<file path="config.mk">
export PLATFORM = sky130hd
export DESIGN_NAME = cookie_header_session_parser_unit
export DESIGN_NICKNAME = d
export VERILOG_FILES = /design/src/hw/rtl/cshp_pkg.sv /design/src/hw/rtl/cookie_header_session_parser_unit.sv /design/src/hw/rtl/cshp_core.sv /design/src/hw/rtl/cshp_out_reg.sv
export SDC_FILE = /design/constraint.sdc
export NUM_CORES = 1
export LEC_CHECK = 0
export BUFFER_PORTS_ARGS = -buffer_cell sky130_fd_sc_hd__buf_2
export CORE_MARGIN = 8
export CORE_UTILIZATION = 35
export CTS_CLUSTER_DIAMETER = 120
export CTS_CLUSTER_SIZE = 24
export DETAILED_ROUTE_END_ITERATION = 8
export GPL_TIMING_DRIVEN = 0
export PLACE_DENSITY_LB_ADDON = 0.2
export SYNTH_ARGS = -nofsm -noshare
export SYNTH_HDL_FRONTEND = slang
export SYNTH_HIERARCHICAL = 1
export SYNTH_SLANG_ARGS = --single-unit
</file>
<file path="constraint.sdc">
create_clock -name clk -period 8.3 [get_ports clk]
set_clock_uncertainty 0.15 [all_clocks]
set_input_delay 1.66 -clock clk [delete_from_list [all_inputs] [get_ports clk]]
set_output_delay 1.66 -clock clk [all_outputs]
set_load 0.005 [all_outputs]
</file>
<file path="src/hw/rtl/cshp_pkg.sv">
`timescale 1ns / 1ps
`default_nettype none
// ----------------------------------------------------------------------------
// cshp_pkg
// types, character codes and small helper functions shared by the cookie
// header session parser
// ----------------------------------------------------------------------------
package cshp_pkg;

	localparam int MAX_HEADER_BYTES_DEF = 4096;
	localparam int LEN_CAP_MAX          = 4095;

	localparam logic [7:0] CH_SEMI = 8'h3B;
	localparam logic [7:0] CH_EQ   = 8'h3D;
	localparam logic [3:0] NAME_LEN = 4'd9;

	typedef enum logic [1:0] {
		VERDICT_SESSION = 2'd0,
		VERDICT_DELETE  = 2'd1,
		VERDICT_ABORT   = 2'd2,
		VERDICT_END     = 2'd3
	} verdict_t;

	typedef struct packed {
		logic [7:0] char_byte;
		logic       final_byte;
	} item_t;

	typedef struct packed {
		verdict_t    verdict;
		logic [7:0]  pair_number;
		logic [11:0] name_offset;
		logic [11:0] name_length;
		logic [63:0] session_id;
		logic        session_valid;
		logic        header_done;
	} result_t;

	// space and 0x09..0x0d
	function automatic logic is_ws(input logic [7:0] c);
		return (c inside {8'h20, [8'h09:8'h0D]});
	endfunction

	// {is hex digit, digit value}
	function automatic logic [4:0] hex_val(input logic [7:0] c);
		logic [4:0] r;
		r = 5'd0;
		if (c inside {[8'h30:8'h39]}) begin
			r = {1'b1, 4'(c - 8'h30)};
		end else if (c inside {[8'h61:8'h66]}) begin
			r = {1'b1, 4'(c - 8'h57)};
		end else if (c inside {[8'h41:8'h46]}) begin
			r = {1'b1, 4'(c - 8'h37)};
		end
		return r;
	endfunction

	// characters of the session cookie name
	function automatic logic [7:0] name_char(input logic [3:0] idx);
		logic [7:0] r;
		case (idx)
			4'd0: r = 8'h73; // s
			4'd1: r = 8'h65; // e
			4'd2: r = 8'h73; // s
			4'd3: r = 8'h73; // s
			4'd4: r = 8'h69; // i
			4'd5: r = 8'h6F; // o
			4'd6: r = 8'h6E; // n
			4'd7: r = 8'h49; // I
			4'd8: r = 8'h64; // d
			default: r = 8'h00;
		endcase
		return r;
	endfunction

endpackage
`default_nettype wire

</file>
<file path="src/hw/rtl/cookie_header_session_parser_unit.sv">
`timescale 1ns / 1ps
`default_nettype none
// ----------------------------------------------------------------------------
// cookie_header_session_parser_unit
// streaming parser for Cookie header values that keeps a session id
// ----------------------------------------------------------------------------
// Takes one header byte per item on the slave side, tlast on the final byte
// of each header string, and gives at most one result item per byte: a
// session id accepted, a cookie name to delete (offset and length), a header
// abort, or a bare end-of-header on the final byte. Bytes that neither end a
// pair nor abort or end the header give no result. Rate is one item per
// cycle while the result register is free: each byte passes an input
// register and then one step of parser logic that updates the state and
// loads the result register. The input side only stalls while the result
// register holds an item that the master side has not taken. The kept
// session id persists across headers until reset; offsets and lengths
// saturate at the smaller of MAX_HEADER_BYTES - 1 and 4095.
// ----------------------------------------------------------------------------
module cookie_header_session_parser_unit #(
	parameter int MAX_HEADER_BYTES = cshp_pkg::MAX_HEADER_BYTES_DEF
) (
	input  wire          clk,
	input  wire          arst_n,
	// header byte items
	input  wire          s_tvalid,
	output logic         s_tready,
	input  wire  [7:0]   s_tdata,   // [7:0] char_byte
	input  wire          s_tlast,   // final_byte
	// result items
	output logic         m_tvalid,
	input  wire          m_tready,
	output logic [103:0] m_tdata,   // [7:0] pair_number, [19:8] name_offset,
	                                // [31:20] name_length, [95:32] session_id,
	                                // [96] session_valid, [103:97] zero
	output logic [1:0]   m_tuser,   // [1:0] verdict
	output logic         m_tlast    // header_done
);
	import cshp_pkg::*;

	// input register stage
	logic    valid_s1;
	item_t   item_s1;
	logic    out_free;
	logic    adv;
	logic    accept;

	result_t res;
	logic    res_valid;
	result_t res_q;

	assign s_tready = !valid_s1 || out_free;
	assign accept   = s_tvalid && s_tready;
	// the held byte steps the parser whenever the result register can take a result
	assign adv      = valid_s1 && out_free;

	always_ff @(posedge clk or negedge arst_n) begin
		if (!arst_n) begin
			valid_s1 <= 1'b0;
		end else if (accept) begin
			valid_s1 <= 1'b1;
		end else if (adv) begin
			valid_s1 <= 1'b0;
		end
	end

	always_ff @(posedge clk) begin
		if (accept) begin
			item_s1.char_byte  <= s_tdata;
			item_s1.final_byte <= s_tlast;
		end
	end

	// parser state and per-byte logic
	cshp_core #(
		.MAX_HEADER_BYTES(MAX_HEADER_BYTES)
	) u_core (
		.clk      (clk),
		.arst_n   (arst_n),
		.step     (adv),
		.item     (item_s1),
		.res      (res),
		.res_valid(res_valid)
	);

	// result register
	cshp_out_reg u_out (
		.clk      (clk),
		.arst_n   (arst_n),
		.load     (adv),
		.res_valid(res_valid),
		.res      (res),
		.ready    (m_tready),
		.valid    (m_tvalid),
		.res_q    (res_q),
		.free     (out_free)
	);

	assign m_tdata = {7'd0, res_q.session_valid, res_q.session_id, res_q.name_length,
		res_q.name_offset, res_q.pair_number};
	assign m_tuser = res_q.verdict;
	assign m_tlast = res_q.header_done;

endmodule
`default_nettype wire

</file>
<file path="src/hw/rtl/cshp_core.sv">
`timescale 1ns / 1ps
`default_nettype none
// ----------------------------------------------------------------------------
// cshp_core
// parser state registers and the per-item next-state and result logic
// ----------------------------------------------------------------------------
module cshp_core #(
	parameter int MAX_HEADER_BYTES = cshp_pkg::MAX_HEADER_BYTES_DEF
) (
	input  wire               clk,
	input  wire               arst_n,
	input  wire               step,
	input  cshp_pkg::item_t   item,
	output cshp_pkg::result_t res,
	output logic              res_valid
);
	import cshp_pkg::*;

	localparam int LEN_CAP = (MAX_HEADER_BYTES - 1 > LEN_CAP_MAX) ?
		LEN_CAP_MAX : MAX_HEADER_BYTES - 1;
	localparam int LEN_W = $clog2(LEN_CAP + 1);
	localparam logic [LEN_W-1:0] CAP = LEN_W'(LEN_CAP);

	typedef enum logic [3:0] {
		PH_SKIP  = 4'b0001,
		PH_NAME  = 4'b0010,
		PH_VALUE = 4'b0100,
		PH_ABORT = 4'b1000
	} phase_t;

	typedef enum logic [1:0] {
		ACT_NONE  = 2'd0,
		ACT_PAIR  = 2'd1,
		ACT_ABORT = 2'd2
	} act_t;

	function automatic logic [LEN_W-1:0] sat_inc(input logic [LEN_W-1:0] v);
		return (v >= CAP) ? CAP : v + 1'b1;
	endfunction

	phase_t           phase_q, phase_n;
	logic [3:0]       match_q, match_n;
	logic             mis_q, mis_n;
	logic [63:0]      acc_q, acc_n;
	logic             all_hex_q, all_hex_n;
	logic [LEN_W-1:0] vlen_q, vlen_n;
	logic             pend_q, pend_n;
	logic [LEN_W-1:0] offset_q, offset_n;
	logic [LEN_W-1:0] start_q, start_n;
	logic [LEN_W-1:0] nlen_q, nlen_n;
	logic [7:0]       cnt_q, cnt_n;
	logic [63:0]      sid_q, sid_n;
	logic             sv_q, sv_n;

	logic [7:0] c;
	logic       fin;
	logic       ws;
	logic [4:0] hx;
	logic       ok;
	act_t       act;
	logic [3:0]       nb_match;
	logic [LEN_W-1:0] nb_len;
	logic             nb_mis;

	assign c   = item.char_byte;
	assign fin = item.final_byte;
	assign ws  = is_ws(c);
	assign hx  = hex_val(c);

	always_comb begin
		phase_n   = phase_q;
		match_n   = match_q;
		mis_n     = mis_q;
		acc_n     = acc_q;
		all_hex_n = all_hex_q;
		vlen_n    = vlen_q;
		pend_n    = pend_q;
		offset_n  = offset_q;
		start_n   = start_q;
		nlen_n    = nlen_q;
		cnt_n     = cnt_q;
		sid_n     = sid_q;
		sv_n      = sv_q;
		act       = ACT_NONE;
		ok        = 1'b0;

		// name byte base: a fresh name in the skip phase, the running one otherwise
		if (phase_q == PH_SKIP) begin
			nb_match = 4'd0;
			nb_len   = '0;
			nb_mis   = 1'b0;
		end else begin
			nb_match = match_q;
			nb_len   = nlen_q;
			nb_mis   = mis_q;
		end

		case (phase_q)
			PH_SKIP: begin
				if (!ws) begin
					start_n = offset_q;
					nlen_n  = '0;
					match_n = 4'd0;
					mis_n   = 1'b0;
					if (c == CH_SEMI) begin
						act = ACT_ABORT;
					end else if (c == CH_EQ) begin
						mis_n     = 1'b1;
						acc_n     = '0;
						all_hex_n = 1'b1;
						vlen_n    = '0;
						pend_n    = 1'b0;
						phase_n   = PH_VALUE;
						if (fin) act = ACT_ABORT;
					end else begin
						nlen_n = sat_inc(nb_len);
						if (nb_mis || nb_match >= NAME_LEN) begin
							mis_n = 1'b1;
						end else begin
							mis_n   = (c != name_char(nb_match));
							match_n = nb_match + 4'd1;
						end
						phase_n = PH_NAME;
						if (fin) act = ACT_ABORT;
					end
				end
			end
			PH_NAME: begin
				if (c == CH_SEMI) begin
					act = ACT_ABORT;
				end else if (c == CH_EQ) begin
					acc_n     = '0;
					all_hex_n = 1'b1;
					vlen_n    = '0;
					pend_n    = 1'b0;
					phase_n   = PH_VALUE;
					if (fin) act = ACT_ABORT;
				end else begin
					nlen_n = sat_inc(nb_len);
					if (nb_mis || nb_match >= NAME_LEN) begin
						mis_n = 1'b1;
					end else begin
						mis_n   = (c != name_char(nb_match));
						match_n = nb_match + 4'd1;
					end
					if (fin) act = ACT_ABORT;
				end
			end
			PH_VALUE: begin
				if (ws) begin
					if (fin) act = (vlen_q != '0) ? ACT_PAIR : ACT_ABORT;
					else pend_n = 1'b1;
				end else begin
					// whitespace held back inside a value counts once, and is not hex
					if (pend_q) begin
						all_hex_n = 1'b0;
						vlen_n    = sat_inc(vlen_q);
						pend_n    = 1'b0;
					end
					if (c == CH_SEMI) begin
						act     = ACT_PAIR;
						phase_n = PH_SKIP;
					end else begin
						if (!hx[4]) begin
							all_hex_n = 1'b0;
						end else if (acc_q[63:60] != 4'd0) begin
							acc_n = '1;
						end else begin
							acc_n = {acc_q[59:0], hx[3:0]};
						end
						vlen_n = sat_inc(vlen_n);
						if (fin) act = ACT_PAIR;
					end
				end
			end
			PH_ABORT: begin
			end
			default: begin
			end
		endcase

		ok = !mis_n && (match_n == NAME_LEN) && all_hex_n && (vlen_n != '0)
			&& (acc_n != 64'd0);

		res.pair_number = cnt_q;
		res.header_done = fin;
		res.name_offset = 12'd0;
		res.name_length = 12'd0;
		res.verdict     = VERDICT_END;
		res_valid       = fin;

		case (act)
			ACT_PAIR: begin
				if (ok) begin
					sid_n = acc_n;
					sv_n  = 1'b1;
				end
				res.verdict     = ok ? VERDICT_SESSION : VERDICT_DELETE;
				res.name_offset = 12'(start_n);
				res.name_length = 12'(nlen_n);
				res_valid       = 1'b1;
				if (cnt_q != 8'hFF) cnt_n = cnt_q + 8'd1;
			end
			ACT_ABORT: begin
				res.verdict = VERDICT_ABORT;
				res_valid   = 1'b1;
				phase_n     = PH_ABORT;
			end
			default: begin
			end
		endcase

		res.session_id    = sid_n;
		res.session_valid = sv_n;

		if (fin) begin
			phase_n   = PH_SKIP;
			match_n   = 4'd0;
			mis_n     = 1'b0;
			acc_n     = '0;
			all_hex_n = 1'b1;
			vlen_n    = '0;
			pend_n    = 1'b0;
			offset_n  = '0;
			start_n   = '0;
			nlen_n    = '0;
			cnt_n     = 8'd0;
		end else begin
			offset_n = sat_inc(offset_q);
		end
	end

	always_ff @(posedge clk or negedge arst_n) begin
		if (!arst_n) begin
			phase_q   <= PH_SKIP;
			match_q   <= 4'd0;
			mis_q     <= 1'b0;
			acc_q     <= '0;
			all_hex_q <= 1'b1;
			vlen_q    <= '0;
			pend_q    <= 1'b0;
			offset_q  <= '0;
			start_q   <= '0;
			nlen_q    <= '0;
			cnt_q     <= 8'd0;
			sid_q     <= '0;
			sv_q      <= 1'b0;
		end else if (step) begin
			phase_q   <= phase_n;
			match_q   <= match_n;
			mis_q     <= mis_n;
			acc_q     <= acc_n;
			all_hex_q <= all_hex_n;
			vlen_q    <= vlen_n;
			pend_q    <= pend_n;
			offset_q  <= offset_n;
			start_q   <= start_n;
			nlen_q    <= nlen_n;
			cnt_q     <= cnt_n;
			sid_q     <= sid_n;
			sv_q      <= sv_n;
		end
	end

endmodule
`default_nettype wire

</file>
<file path="src/hw/rtl/cshp_out_reg.sv">
`timescale 1ns / 1ps
`default_nettype none
// ----------------------------------------------------------------------------
// cshp_out_reg
// result register on the master side of the parser
// ----------------------------------------------------------------------------
module cshp_out_reg (
	input  wire               clk,
	input  wire               arst_n,
	input  wire               load,
	input  wire               res_valid,
	input  cshp_pkg::result_t res,
	input  wire               ready,
	output logic              valid,
	output cshp_pkg::result_t res_q,
	output logic              free
);
	import cshp_pkg::*;

	logic valid_q;

	assign valid = valid_q;
	assign free  = !valid_q || ready;

	always_ff @(posedge clk or negedge arst_n) begin
		if (!arst_n) begin
			valid_q <= 1'b0;
		end else if (load) begin
			valid_q <= res_valid;
		end else if (ready) begin
			valid_q <= 1'b0;
		end
	end

	always_ff @(posedge clk) begin
		if (load) begin
			res_q <= res;
		end
	end

endmodule
`default_nettype wire
</file>
---- Word level (Yosys, flattened, before mapping) ----
Memories as Yosys holds them, arrays and structs flattened.
Index checks and enable logic that the tools add are counted.
storage, ports and cells
  output and inout port bits .............. 109
  ROM bits ................................ 224
  bits of input ports ..................... 13
  register bits ........................... 307
  memories ................................ 2
cells by class
  order comparisons ....................... 13
  eq/ne operators ......................... 19
  mux-type cells .......................... 115
  reductions and logical operators ........ 31
  add/subtract/negate cells ............... 9
memories
  memory            depth  bits a word  rd ports  clocked after Yosys merged registers in  wr ports  RTL line        RTL
  (name not given)  16     7            1         0                                        0         cshp_pkg.sv:61  case (idx)
  (name not given)  16     7            1         0                                        0         cshp_pkg.sv:61
operators with widths
  kind                                                            number
  2-to-1 mux 64 bit                                               10
  2-to-1 mux 12 bit                                               24
  case mux 64 bit (3 select lines)                                1
  2-to-1 mux 8 bit                                                12
  2-to-1 mux 4 bit                                                17
  nonzero test 64 bit                                             1
  adder 12 x 1 -> 12 bit, second input constant                   4
  >= comparator 12 bit, second input constant                     4
  case mux 12 bit (3 select lines)                                1
  2-to-1 mux 1 bit                                                31
  equality test 8 x 6 -> 1 bit, second input constant             3
  case mux 12 bit (2 select lines)                                1
  nonzero test 12 bit                                             2
  >= comparator 8 x 7 -> 1 bit, second input constant             2
  less-or-equal comparator 8 x 7 -> 1 bit, second input constant  2
  inequality test 4 bit, second input constant                    4
  inequality test 8 bit                                           2
  2-to-1 mux 5 bit                                                3
  2-to-1 mux 2 bit                                                7
  case mux 4 bit (3 select lines)                                 1
  logical AND 1 bit                                               10
  nonzero test 2 bit                                              5
  adder 8 x 1 -> 8 bit, second input constant                     1
  >= comparator 8 x 4 -> 1 bit, second input constant             1
  other kinds (29)                                                38

---- Depth between registers and ports, before layout ----
Gate-level depths: netlist of run 1.
  depth after elaboration ................. 22
  gate-level depth with buffers ........... 20

---- Modules after synthesis ----
The synthesis of run 1 kept the hierarchy.
modules (own cells, without submodules)
  module                             area an instance (µm²)  seq. area each (µm²)  instances  cells an instance
  cshp_core                          12,359.4                4,907.2               1          1,345
  cshp_out_reg                       3,054.2                 3,027.9               1          104
  cookie_header_session_parser_unit  386.6                   295.3                 1          22

---- Worst setup path after synthesis of run 1 ----
Ideal clock, no wire load.
  path type ............................... input-to-reg
  start ................................... in m_tready
  end ..................................... reg u_core.acc_q[0]
  path buffers ............................ 2
  path slack .............................. 2.546 ns
  stages .................................. 7
  setup time .............................. 0.066 ns
  arrival time ............................ 5.538 ns
  required time ........................... 8.084 ns
  cell sequence ........................... nand2b_4 -> and2_1 -> inv_1 -> nor2_1 -> clkbuf_1 -> clkbuf_1 -> a22o_1
between the ends
  word-level cells in the longest chain between the ends .. 2
RTL lines
  item                  RTL line                                 RTL
  from (decl)           cookie_header_session_parser_unit.sv:31  input wire m_tready,
  logical OR 1 bit      cshp_out_reg.sv:23                       assign free = !valid_q || ready;
  logical AND 1 bit     cookie_header_session_parser_unit.sv:54  assign adv = valid_s1 && out_free;
  net adv               cookie_header_session_parser_unit.sv:44  logic adv;
  to (signal assigned)  cshp_core.sv:252                         acc_q <= acc_n;
  to (decl)             cshp_core.sv:44                          logic [63:0] acc_q, acc_n;
The timed path passes the listed nets, and every way through them passes these cells.
A chain may end at the register's enable or synchronous reset.

---- Worst setup path after layout of run 1 ----
  start ................................... reg u_core.phase_q[0]
  end ..................................... reg u_core.sid_q[21]
between the ends
  word-level cells in the longest chain between the ends .. 21
  elaborated cells between the ends (all ways) .. 52
  those cells by class .................... 1 x add/sub; 1 x order compare; 7 x eq/ne; 33 x mux; 8 x reduce/logical; 2 x memory
RTL lines
  item                             RTL line                          RTL
  from (decl)                      cshp_core.sv:41                   phase_t phase_q, phase_n;
  from (signal assigned)           cshp_core.sv:249                  phase_q <= phase_n;
  equality test 4 x 1 -> 1 bit     cshp_core.sv:88, cshp_core.sv:98
  2-to-1 mux 4 bit                 cshp_core.sv:88                   if (phase_q == PH_SKIP) begin
  memory (16 x 7 bit)              -
  2-to-1 mux 8 bit                 cshp_core.sv:117                  if (nb_mis || nb_match >= NAME_LEN) begin
  2-to-1 mux 8 bit                 cshp_core.sv:107                  end else if (c == CH_EQ) begin
  2-to-1 mux 8 bit                 cshp_core.sv:105                  if (c == CH_SEMI) begin
  2-to-1 mux 8 bit                 cshp_core.sv:100                  if (!ws) begin
  2-to-1 mux 8 bit                 cshp_core.sv:98                   case (phase_q)
  (+3 left out)                    -
  2-to-1 mux 1 bit                 cshp_core.sv:105
  2-to-1 mux 1 bit                 cshp_core.sv:100
  case mux 1 bit (2 select lines)  cshp_core.sv:98
  zero test 1 bit                  cshp_core.sv:182                  ok = !mis_n && (match_n == NAME_LEN) && all_hex_n && (vlen_n != '0)
  logical AND 1 bit (3 in a row)   cshp_core.sv:182
  logical AND 1 bit                cshp_core.sv:183                  && (acc_n != 64'd0);
  2-to-1 mux 64 bit                cshp_core.sv:194                  if (ok) begin
  2-to-1 mux 64 bit *              cshp_core.sv:192                  case (act)
  to (signal assigned)             cshp_core.sv:260                  sid_q <= sid_n;
  to (decl)                        cshp_core.sv:52                   logic [63:0] sid_q, sid_n;
Every way passes the cells marked *; elsewhere a longest branch is shown, timed or not. The select of a mux whose other input is x is not followed.

==> results of run 1 <==
-- power breakdown --
group	switching, W	total [W]	internal (W)
Sequential	0.0000898	0.00182	0.00173
Clock	0.000523	0.000920	0.000397
Combinational	0.000627	0.000929	0.000302
Total	0.00124	0.00366	0.00243
-- worst max path at each step --
stage                                  start                      endpoint  slack, ns  cells past startpoint
3_3_place_gp                        m_tready  u_core/acc_q[54]$_DFFE_PN0P_       0.39                      8
5_1_grt        u_core/phase_q[0]$_DFFE_PN1P_  u_core/sid_q[21]$_DFFE_PN0P_       1.35                     18
2_1_floorplan                       m_tready   u_core/acc_q[0]$_DFFE_PN0P_       2.55                      7
3_5_place_dp   u_core/phase_q[0]$_DFFE_PN1P_  u_core/sid_q[52]$_DFFE_PN0P_       1.78                     18
6_report       u_core/phase_q[0]$_DFFE_PN1P_  u_core/sid_q[21]$_DFFE_PN0P_       1.58                     18
4_1_cts        u_core/phase_q[0]$_DFFE_PN1P_  u_core/sid_q[21]$_DFFE_PN0P_       1.70                     18
-- per-layer routing --
layer | up-vias | GRT usage (%)
li1 | 5798 | -
met1 | 6239 | 21.9
met2 | 356 | 29.0
met3 | 43 | 2.31
met4 | 0 | 3.39
met5 | - | 0
-- registers in the layout (all words and copies together) (netlist names), 4 cells and up --
| name | flops |
|---|---|
| u_core/cnt_q | 8 |
| u_core/acc_q | 64 |
| u_core/nlen_q | 12 |
| item_s1 | 9 |
| u_core/phase_q | 4 |
| u_core/match_q | 4 |
| u_core/start_q | 12 |
| u_core/vlen_q | 12 |
| u_core/offset_q | 12 |
| u_core/sid_q | 64 |
| u_out/res_q | 100 |
-- cell families after synthesis --
| logic type | Yosys count | share of synthesized area (%) |
|---|---|---|
| AO/OA/AOI/OAI | 401 | 17.7 |
| other | 1 | 0.0237 |
| AND/OR/NAND/NOR | 455 | 14.3 |
| buffers and inverters | 135 | 3.79 |
| XOR/XNOR | 18 | 0.998 |
| multiplexers | 135 | 9.55 |
| adder cells (fa/ha/maj) | 19 | 1.50 |
| flip-flops | 307 | 52.1 |
-- synth_stat cells (8+ instances only) --
| cell | n | area [um^2] |
|---|---|---|
| a21boi_0 | 12 | 90.1 |
| a21o_1 | 8 | 60.1 |
| a21oi_1 | 130 | 651 |
| a22o_1 | 75 | 657 |
| a31oi_1 | 14 | 87.6 |
| and2_1 | 11 | 68.8 |
| and3_1 | 10 | 62.6 |
| buf_2 | 16 | 80.1 |
| buf_4 | 15 | 113 |
| clkbuf_1 | 76 | 285 |
| dfrtp_1 | 196 | 4900 |
| edfxtp_1 | 109 | 3270 |
| ha_1 | 19 | 238 |
| inv_1 | 22 | 82.6 |
| mux2_1 | 122 | 1370 |
| mux2i_1 | 9 | 90.1 |
| nand2_1 | 101 | 379 |
| nand3_1 | 32 | 160 |
| nand4_1 | 15 | 93.8 |
| nor2_1 | 122 | 458 |
| nor3_1 | 85 | 425 |
| nor4_1 | 25 | 156 |
| o21ai_0 | 51 | 255 |
| o22ai_1 | 9 | 56.3 |
| o2bb2ai_1 | 27 | 236 |
| xnor2_1 | 15 | 131 |
-- worst max-delay path, stage by stage, from the launching register on --
cell	delay (ns)
dfstp_2	0.37
buf_2	0.17
or4b_1	0.18
clkbuf_1	0.28
buf_2	0.34
clkbuf_1	0.48
nand2_1	0.28
ha_1	0.30
or3b_2	0.48
a21o_1	0.20
a2111oi_0	0.45
o2111ai_1	0.20
nor4_1	0.40
o31ai_1	0.13
nand4b_1	0.26
a41oi_2	0.78
nand2_2	0.46
buf_4	0.33
mux2_1	0.32
-- through the flow --
stage | instances | area, um^2 | setup slack (ns) | hold slack (ns)
3_3_place_gp | 2191 | 17100 | 0.386 | 0.292
5_1_grt | 2223 | 17700 | 1.35 | 0.336
2_1_floorplan | 1477 | 15800 | 2.55 | 0.276
6_report | 2223 | 17700 | 1.58 | 0.313
4_1_cts | 2222 | 17700 | 1.70 | 0.321
3_5_place_dp | 2193 | 17200 | 1.78 | 0.295
-- final cells by class --
type,instances,area (um^2)
timing repair buffer,117,641
fill,4397,27300
clock inverter,2,38.8
buffer,113,517
multi-input combinational,1035,7000
tap,600,751
inverter,22,82.6
clock buffer,27,463
sequential,307,8230
==> results, run 1 <==
- The congestion estimate from routability-driven global placement came to 0.861.
- Data arrives at the worst endpoint at around 7 ns.
- After synthesis the cells add up to 0.0158 mm^2.
- The path with the worst hold slack has its endpoint at u_core/sv_q$_DFFE_PN0P_.
- Counting cells, the worst reg-to-reg path comes to 18.
- Detailed routing placed a total of 22500 um of wire on met2.
- The top routing layer in use is met4.
- The nature of the critical path startpoint is a flop.
- The pre-antenna-repair detailed-routing pass consisted of 5 iterations.
- The worst register-to-register path ends at u_core/sid_q[21]$_DFFE_PN0P_.
- The post-detailed-route DRC marker count is 0.
- After routing, the total negative slack on setup checks comes to 0 ns.
- The netlist uses 92 different library cells.
- The number of cells on the worst hold path is 1.
- Yosys mapped a number of flops with a built-in enable equal to 109.
- Buffers inserted during clock tree synthesis total 17.
- The number of max-capacitance violations reported is 0.
- The detailed-routing wirelength on met1 is around 20000 um.
- The core box area is roughly 0.045 mm^2.
- The placement row count is 78.
- The worst setup path is of the flop to flop kind.
- Synthesis inferred 307 register bits.
- Dividing the final minimum period by the clock period gives 80.9%.
- A synthesized cell averages 10.7 um^2.
- The number of buffers on the longest clock path is 3.
- The cell count after synthesis is 1471.
- The floorplan step set the die width to around 230 um.
- The vertical extent of the die is 228 um.
- The sequential area share after synthesis is about 52%.
- In this run the register-to-register setup slack is 1.58 ns.
- The initial antenna violation count was 1.
- In this run the number of H-tree levels came out at 1.
- In this run the tightest slew margin relative to its limit is 19.0%.
- For this configuration, the core starts out at a cell density of 35.1%.
- 0 antenna diodes ended up in the layout.
- Of all nets on the critical path, the largest fanout is 10.
- The power per cell area is 207 mW/mm^2.
- At the end of the flow the core is filled with cells to between 30 and 40%.
- The detail route stage leaves a number of antenna-violating nets equal to 0.
- The min-delay analysis places its worst path in the category flop to flop.
- At the pin with the least slew margin, the transition time is 1.20 ns.
- The first global-routing pass estimated approximately 71000 um of wire.
- Compared with the post-synthesis result, the final layout area differs by 12.2%.
- The library cells used most frequently in the layout, excluding fill and tap cells, are dfrtp_1 (196), a21oi_1 (130), buf_2 (129).
- For this design the static power due to leakage is 7.70 nW.
- The number of DRC markers after the initial detailed-route iteration is 1203.
- For this run, the total global-route usage over all layers was measured as 16.7%.
- The clock reaches the later pin of the worst-skew pair after 0.54 ns.
- The worst hold path begins at u_core/sv_q$_DFFE_PN0P_.
- Dividing the detail-routed wire length by the instance count gives 20.5 um.
- Setup repair after global routing left no endpoint under its margin.
- The net count of the finished layout is ~1600.
- In the synthesized netlist the dominant register cell turns out to be dfrtp_1.
- The via count of the first global-routing pass came to 12100.
- The library cell used most frequently in the layout, excluding fill and tap cells, is dfrtp_1.
- 122 I/O pins were placed.
- The hold-fix buffer count after cts is 0.
- The flow ran to the end, and the final reports show no timing, DRC or antenna violations.
- The final count of pins violating max slew came to 0.
- In the synthesized netlist the async set-or-reset flop fraction comes to 64.5%.
- The beginning of the worst register-to-register path is u_core/phase_q[0]$_DFFE_PN1P_.
- Derived from the worst setup path, the maximum achievable clock frequency is 0.149 GHz.
- The largest net degree at the start of global routing is 113.
- Setup violations remaining at the end of the flow were counted as 0.
- The detailed-route wire length is between 40000 and 50000 um.
- The design draws 0.00366 W.
- In the final layout, the share of cells above drive strength 1 is 12.5%.
- The worst path needs 6.72 ns of the cycle, external delays included.
- The number of gates resized after CTS is 0.
- After global routing the overflow that remains totals 0.
- The number of buffers added on ports is around 110.
- The worst setup path is captured at a flop.
- The required time of the critical path is 8.55 ns.
- The clock tree from TritonCTS is done.
- The floorplan step defined a die boundary enclosing 0.0522 mm^2.
- The buffer type at the clock tree root is clkbuf_16.
- The number of synthesis warnings is 6.
- The hold violation total from the final report is 0.
- The worst IR drop on VDD is 122 uV.
- The clock transition time at the flip-flop clock pins of the worst setup and hold paths is 0.10 ns.
- After detailed routing, the number of vias per cell comes to 5.59.
- Once detailed placement completed, the half-perimeter wirelength came to 32000 um.
- The clock sink total is 307.
- Across all layers, the routed design uses about 12000 vias.
- Wire segments on met3 add up to ~2100 um in the final route.
- The number of buffers inserted to repair setup after CTS is 0.
No activity file was read; power rests on OpenSTA's default activity.
==> run 2, diff against run 1 <==
Clock period 8.3 ns to 5.9 ns, I/O delays scaled along.
==> results, run 2 (synthesized netlist as in run 1, its figures left out) <==
- The worst IR drop on VDD is around 170 uV.
- The worst setup path is launched from a flop.
- Clock tree synthesis found a total of 307 sinks.
- The final cell count without fillers is 2225.
- Sequential cells account for 49.3% of the total power.
- Setup repair after global routing left no endpoint under its margin.
- The worst register-to-register path has a depth of 18.
- The number of nets with antenna violations after detailed routing is 0.
- The via count of the first global-routing pass came to 12100.
- In the layout the commonest cells are dfrtp_1 (196), a21oi_1 (130), buf_2 (129).
- The clock latency of the later-clocked register in the worst-skew pair is 0.54 ns.
- CTS placed an instance of clkbuf_16 at the clock tree root.
- The number of cells on the worst hold path is 1.
- The initial antenna violation count is 1.
- The hold-fix buffer count after cts is 0.
- The peak fanout along the critical path is 10.
- The beginning of the worst hold path is u_core/sv_q$_DFFE_PN0P_.
- The run finished with clean final reports.
- The final count of pins violating max slew is 0.
- The placed instance count is about 2200.
- The width of the die is 228 um.
- The largest net degree at the start of global routing is 113.
- The detailed router finished its first iteration with 1128 violations.
- The post-detailed-route DRC marker count is 0.
- The wire length of the first global-routing pass is 71400 um.
- After the last flow step, the layout net total stands at 1647.
- The vias per cell is about 5.6.
- Summed over all layers, the routed wires come to between 40000 and 50000 um.
- The proportion of power drawn by the clock network is 25.0%.
- The pre-antenna-repair detailed-routing pass consisted of 5 iterations.
- STA classifies the critical path endpoint as a flop.
- For this design the ratio of total power to cell area is between 200 and 300 mW/mm^2.
- Buffers placed on the I/O ports in this run total between 100 and 150.
- The maximum clock frequency is about 0.18 GHz.
- After floorplanning, the core was sized to cover 0.0450 mm^2.
- The weighted congestion reported at the end of routability-driven placement is 0.861.
- The number of buffers on the longest clock path is 3.
- Cells with a size suffix above 1 make up a little over an eighth of the layout.
- The worst register-to-register path begins at u_core/phase_q[0]$_DFFE_PN1P_.
- For the worst setup path, the data arrival time is 5.82 ns.
- The largest register by flop count is u_out/res_q.
- The die is around 230 um tall.
- Global routing used 16.7% of the available tracks across all layers.
- TritonCTS built the clock tree.
- For this configuration, the core starts out at a cell density of 35.1%.
- The repair_antennas step left the layout with diodes totalling 0.
- The layout filler cell count is 4401.
- For this design the top-level I/O count stands at 122.
- The largest registers in the layout are u_out/res_q x100, u_core/acc_q x64, u_core/sid_q x64.
- The reg2reg setup slack is 0.21 ns.
- The library cell used most frequently in the layout, excluding fill and tap cells, is dfrtp_1.
- The hold violation total from the final report came to 0.
- The total overflow reported by the global router is 0.
- The path with the worst hold slack has its endpoint at u_core/sv_q$_DFFE_PN0P_.
- The leakage power figure is 7.73 nW.
- The floorplan has 78 rows.
- After legalization and detailed placement, the total HPWL measured 32000 um.
- After detailed routing, the average wire length per cell comes to 20.5 um.
- The startpoint-to-endpoint class of the critical path is flop to flop.
- In the final layout, flip-flops and latches occupy 0.00823 mm^2.
- The worst min-delay path class is flop to flop.
- Summing all multi-input logic gate instances after layout gives a little over 0.007 mm^2.
- The worst pin sits at a relative slew slack of around a fifth.
- After layout, the design draws a total of between 0.005 and 0.006 W.
- The number of CTS-inserted buffers is 17.
- After clock tree synthesis, the clock-pin slew on the worst setup and hold paths is ~0.10 ns.
- The time the worst path needs with I/O delays and setup is 5.69 ns.
- The worst path uses 96.5% of the clock period.
- The floorplan step defined a die boundary enclosing 0.0522 mm^2.
- The area growth from synthesis to layout is 12.7%.
- At the pin with the least slew margin, the transition time is 1.18 ns.
- The net switching fraction of the power is 33.9%.
- At the worst endpoint, the required time is 6.03 ns.
- The internal portion of total power is approximately 0.0034 W.
- The flip-flop count of the largest register after layout is 100.
- The number of vias in the routed layout is around 12000.
- In this run the power spent charging and discharging nets is 0.00176 W.
- The number of max-capacitance violations reported is 0.
- The depth of the CTS H-tree is 1.
- The number of setup violations in the final report is 0.
- The share of total power in combinational logic is 25.8%.
- The endpoint identified for the worst register-to-register timing path is u_out/res_q[62]$_DFFE_PP_.
-- run 2: cell count changes in the layout (fill, tap and decap cells not counted), moves of 2 or more --
cell / change
buf_4: +2
clkbuf_1: -4
clkbuf_2: +2
nand2_1: -2
nand2_2: +2
nor4_1: -2
nor4_2: +2
-- run 2: what timing repair did --
action / in CTS / in global routing
gates resized for setup: 5 / 10
setup buffers: 2 / 1
setup endpoints to repair: 131 / 124
-- run 2: metal layers --
metal  part of all wire (%)  up-vias  global-route usage, %
met3                    4.7       41                   2.32
met4                    1.5        0                   3.49
met1                     44     6249                   21.9
met5                      0        -                      0
met2                     50      356                   29.0
li1                       -     5793                      -
-- run 2: critical path, cell delays in order (launching register included) --
cell,delay (ns)
dfstp_2,0.53
buf_2,0.20
or4b_4,0.56
clkbuf_4,0.24
buf_2,0.23
nand2_2,0.15
ha_1,0.15
or3b_2,0.45
a21o_1,0.21
a2111oi_2,0.36
o2111ai_1,0.20
nor4_2,0.33
o31ai_1,0.12
nand4b_1,0.31
a41oi_4,0.35
buf_12,0.17
buf_6,0.16
buf_6,0.18
mux2_1,0.36
-- run 2: area by class of cell --
cell class                      count  area share, %
Sequential cell                   307           46.2
Multi-Input combinational cell   1035           39.6
Tap cell                          600           4.22
Timing Repair Buffer              120           3.80
Buffer                            112           2.92
Clock buffer                       27           2.60
Inverter                           22          0.464
Clock inverter                      2          0.218
-- run 2: worst max-delay path by stage --
stage	from	to	slack [ns]	cells after the start
2_1_floorplan	m_tready	u_core/acc_q[0]$_DFFE_PN0P_	0.63	7
3_3_place_gp	m_tready	u_core/acc_q[54]$_DFFE_PN0P_	-1.53	8
3_5_place_dp	u_core/phase_q[0]$_DFFE_PN1P_	u_core/sid_q[52]$_DFFE_PN0P_	-0.62	18
4_1_cts	u_core/phase_q[0]$_DFFE_PN1P_	u_out/res_q[62]$_DFFE_PP_	0.03	19
5_1_grt	u_core/phase_q[0]$_DFFE_PN1P_	u_out/res_q[62]$_DFFE_PP_	0.03	18
6_report	u_core/phase_q[0]$_DFFE_PN1P_	u_out/res_q[62]$_DFFE_PP_	0.21	18
-- run 2: per-stage QoR --
stage | utilization (%) | setup TNS, ns | cell area [um^2] | worst slack (ns) | hold slack, ns
floorplan | - | 0 | 15800 | 0.626 | 0.276
global placement | 38.1 | -270.02 | 17100 | -1.53 | 0.292
detailed placement | 38.3 | -60.81 | 17200 | -0.616 | 0.295
CTS | 39.5 | 0 | 17800 | 0.0345 | 0.321
global route | 39.6 | 0 | 17800 | 0.0292 | 0.336
finish | 39.6 | 0 | 17800 | 0.207 | 0.314
-- run 2: power groups by stage --
stage,clock [W],sequential (W),combinational (W)
5_1_grt,0.00141,0.00258,0.00146
3_3_place_gp,0,0.00261,0.00127
2_1_floorplan,0,0.00259,0.000810
6_report,0.00129,0.00256,0.00133
3_5_place_dp,0,0.00259,0.00129
4_1_cts,0.00136,0.00255,0.00131
==> run 3, diff against run 2 <==
Settings changed: CTS_CLUSTER_SIZE 24 to not set, GPL_TIMING_DRIVEN 0 to 1, SYNTH_HIERARCHICAL 1 to not set.
==> results, run 3 <==
- The startpoint identified for the worst register-to-register timing path is item_s1[1]$_DFFE_PP_.
- The core box area is 0.0452 mm^2.
- The beginning of the worst hold path is u_core.sv_q$_DFFE_PN0P_.
- The largest net degree at the start of global routing is 116.
- In this run switching power makes up a little under a third of total power.
- The net total in the final layout is about 1600.
- The first routing iteration left 1064 violations.
- The fraction of registers with async set/reset is between 60 and 70%.
- The slew at the pin closest to its max-slew limit is 1.03 ns.
- The final count of pins violating max slew came to 0.
- The cell area that synthesis handed to floorplanning was 0.0159 mm^2.
- In this run, synthesis produced a sequential element count of 307.
- The number of cells on the worst hold path is 1.
- The library cell used most frequently in the layout, excluding fill and tap cells, is dfrtp_1.
- The cell count after synthesis came out at 1507.
- The die is around 230 um wide.
- The layout filler cell count is ~4400.
- The path class of the tightest hold or removal check is flop to flop.
- The vias per cell is 5.56.
- The die is 229 um tall.
- The most instantiated library cell after synthesis is dfrtp_1.
- For this block, the via count after detailed routing is 12300.
- In this run the mean area of a mapped cell was 10.6 um^2.
- The number of gates resized after CTS is 0.
- The tree is rooted in a clkbuf_16.
- The largest register by flop count is u_out.res_q.
- The placement row count is 78.
- The register with the most flip-flops in the layout has 100 of them.
- The critical path arrival is 5.73 ns.
- The hold violation total from the final report is 0.
- Summing all non-filler instances in the final layout gives an area of 0.0183 mm^2.
- The initial antenna violation count is 0.
- The area growth from synthesis to layout is 14.6%.
- The proportion of power drawn by flip-flops and latches is 42.1%.
- The sum of internal, switching and leakage power is approximately 0.0061 W.
- In the final layout, the registers with the most flip-flops are u_out.res_q x100, u_core.acc_q x64, u_core.sid_q x64.
- Buffers inserted during clock tree synthesis total 37.
- The number of buffers added on ports is between 100 and 150.
- Summed over all layers, the global routing overflow is 0.
- The fraction of final layout cells sized beyond drive strength 1 is a little under a fifth.
- Summed over all nets, the switching power comes to 0.00193 W.
- The setup check on the worst reg-to-reg path leaves a slack of between 0.3 and 0.4 ns.
- The number of different library cells used by synthesis comes to 88.
- The clock tree from TritonCTS is done.
- Before antenna repair, the detailed router went through 5 iterations.
- Routability-driven placement finished with a final weighted congestion of 0.895.
- The leakage power figure is 7.86 nW.
- The area of the die is roughly 0.053 mm^2.
- The final worst slack is 0.302 ns.
- The area share of the largest cell type after synthesis is 30.8%.
- In this run the tightest slew margin relative to its limit is 31.3%.
- The clock sink total is 307.
- The routed length per instance is 20.5 um.
- The wire length of the first global-routing pass is 72300 um.
- The number of synthesis warnings is 0.
- Global routing used 16.9% of the available tracks.
- The final clock period utilization by the worst path is ~95%.
- The post-detailed-route DRC marker count is 0.
- The number of antenna diodes in the final layout is 0.
- The worst register-to-register path has a depth of 14.
- The internal portion of total power is around 0.0042 W.
- The power per cell area is 333 mW/mm^2.
- The nature of the critical path startpoint is a flop.
- The initial utilization of the core area, before any placement, comes to 35.3%.
- The depth of the CTS H-tree is 2.
- The number of nets with antenna violations after detailed routing is 0.
- In the final timing run, aggregate negative setup slack is 0 ns.
- For this design the top-level I/O count stands at roughly 120.
- In this run the worst path has a maximum fanout of 37.
- The hold-fix buffer count after cts is 0.
- Summed over all instances, the cell type with the most area after synthesis is dfrtp_1.
- Per report_power, the combinational group accounts for between 20% and 30% of the total.
- Setup repair after global routing left no endpoint under its margin.
- The via count of the first global-routing pass was 12200.
- After synthesis, the most frequently instantiated cells are dfrtp_1 (196), nand2_1 (166), o21ai_0 (121).
- The sequential area share after synthesis is 51.6%.
- For this run, the top clock speed supported by timing is 0.179 GHz.
- After detailed placement, the total cell area comes to around 0.017 mm^2.
- The number of buffers inserted to repair setup after CTS is 0.
- At the later pin of the worst-skew pair, clock insertion delay measures between 0.5 and 0.6 ns.
- The worst setup slack after placement is 0.334 ns.
- Detailed placement ended at an HPWL of 30700 um.
- Clock-pin slew was measured on the worst setup and hold paths at 0.06 ns.
- Across the VDD grid, the largest voltage drop is 205 uV.
- The required time of the critical path is 6.03 ns.
- The number of buffers on the longest clock path is 3.
- In the layout the commonest cells are dfrtp_1 (196), nand2_1 (164), o21ai_0 (121).
- After detailed routing, the total wire length is about 45000 um.
- The time the worst path needs with I/O delays and setup is 5.60 ns.
- The commonest register cell after synthesis is dfrtp_1.
- In this run, the clock network consumes 37.2% of the power.
- The number of max-capacitance violations reported is 0.
- In this run the critical register-to-register path is captured at u_out.res_q[11]$_DFFE_PP_.
- The run finished with clean final reports.
- The end of the worst hold path is u_core.sv_q$_DFFE_PN0P_.
- The startpoint-to-endpoint class of the critical path is flop to flop.
- Yosys mapped a number of flops with a built-in enable equal to 109.
- The number of setup violations in the final report is 0.
- After synthesis, the cell types taking the most area are dfrtp_1 (31%), edfxtp_1 (21%), mux2_1 (5.3%), mux2_2 (4.0%), nand2_1 (3.9%).
- The nature of the critical path endpoint is a flop.
## run 3: cell types whose count changed in the layout (fill, tap and decap cells not counted), moves of 13 or more
cell	previous run	this run
a21oi_1	130	81
buf_4	17	32
clkbuf_16	17	37
buf_2	129	113
nor2_1	122	100
mux2_2	4	57
mux2_1	122	75
o2bb2ai_1	27	14
o21ai_0	51	121
nor3_1	85	36
clkbuf_1	82	9
nand2_1	99	164
## run 3: final cells by class
type / count / area (um^2) / share of cell area [%]
inverter: 30 / 118 / 0.643
clock buffer: 52 / 1040 / 5.70
timing repair buffer: 150 / 900 / 4.92
sequential: 307 / 8230 / 45.0
tap: 600 / 751 / 4.11
clock inverter: 15 / 160 / 0.876
multi-input combinational: 1064 / 7080 / 38.7
## run 3: how the worst max path moves through the flow
stage | startpoint | end | slack, ns | depth (start not counted)
after global routing | u_core.phase_q[0]$_DFFE_PN1P_ | u_out.res_q[24]$_DFFE_PP_ | 0.02 | 16
after CTS | item_s1[1]$_DFFE_PP_ | u_out.res_q[11]$_DFFE_PP_ | 0.31 | 14
after global placement | item_s1[1]$_DFFE_PP_ | u_out.res_q[9]$_DFFE_PP_ | 0.33 | 14
after detailed placement | item_s1[1]$_DFFE_PP_ | u_out.res_q[11]$_DFFE_PP_ | 0.33 | 14
after floorplan | m_tready | u_out.res_q[0]$_DFFE_PP_ | 0.48 | 5
final | item_s1[1]$_DFFE_PP_ | u_out.res_q[11]$_DFFE_PP_ | 0.30 | 14
## run 3: worst max-delay path: stages (launching register included)
cell      delay [ns]
edfxtp_1        0.56
inv_1           0.18
ha_1            0.23
a21oi_1         0.08
or3b_2          0.49
a21bo_2         0.33
nand3_1         0.31
o21ai_0         0.28
or4b_1          0.64
nor4_1          0.56
nand3_1         0.15
or4_4           0.60
nand2_4         0.12
buf_12          0.24
mux2_2          0.37
## run 3: power groups by stage
| stage | Clock, W | Sequential, W | Combinational, W |
|---|---|---|---|
| after floorplan | 0 | 0.00252 | 0.000857 |
| after global placement | 0 | 0.00260 | 0.00125 |
| after CTS | 0.00232 | 0.00257 | 0.00127 |
| after global routing | 0.00241 | 0.00259 | 0.00139 |
| after detailed placement | 0 | 0.00260 | 0.00126 |
| final | 0.00226 | 0.00256 | 0.00126 |
## run 3: kinds of logic after synthesis
| group | share of synthesized area (%) |
|---|---|
| XOR/XNOR | 1.15 |
| multiplexers | 9.70 |
| AO/OA/AOI/OAI | 18.3 |
| AND/OR/NAND/NOR | 13.3 |
| other | 0.0235 |
| flip-flops | 51.6 |
| buffers and inverters | 4.40 |
| adder cells (fa/ha/maj) | 1.49 |
## run 3: through the flow
| step | std cells | hold WS [ns] | utilization (%) |
|---|---|---|---|
| floorplan | 1513 | 0.275 | - |
| global placement | 2151 | 0.293 | 37.8 |
| detailed placement | 2151 | 0.295 | 37.8 |
| CTS | 2218 | 0.313 | 40.5 |
| global route | 2218 | 0.344 | 40.5 |
| finish | 2218 | 0.311 | 40.5 |
## run 3: metal layers
layer	GRT usage [%]	vias up	share of wire (%)
met5	0	-	0
met1	22.8	6146	45
met4	4.30	0	2.0
li1	-	5762	-
met3	2.76	66	4.6
met2	27.9	360	48
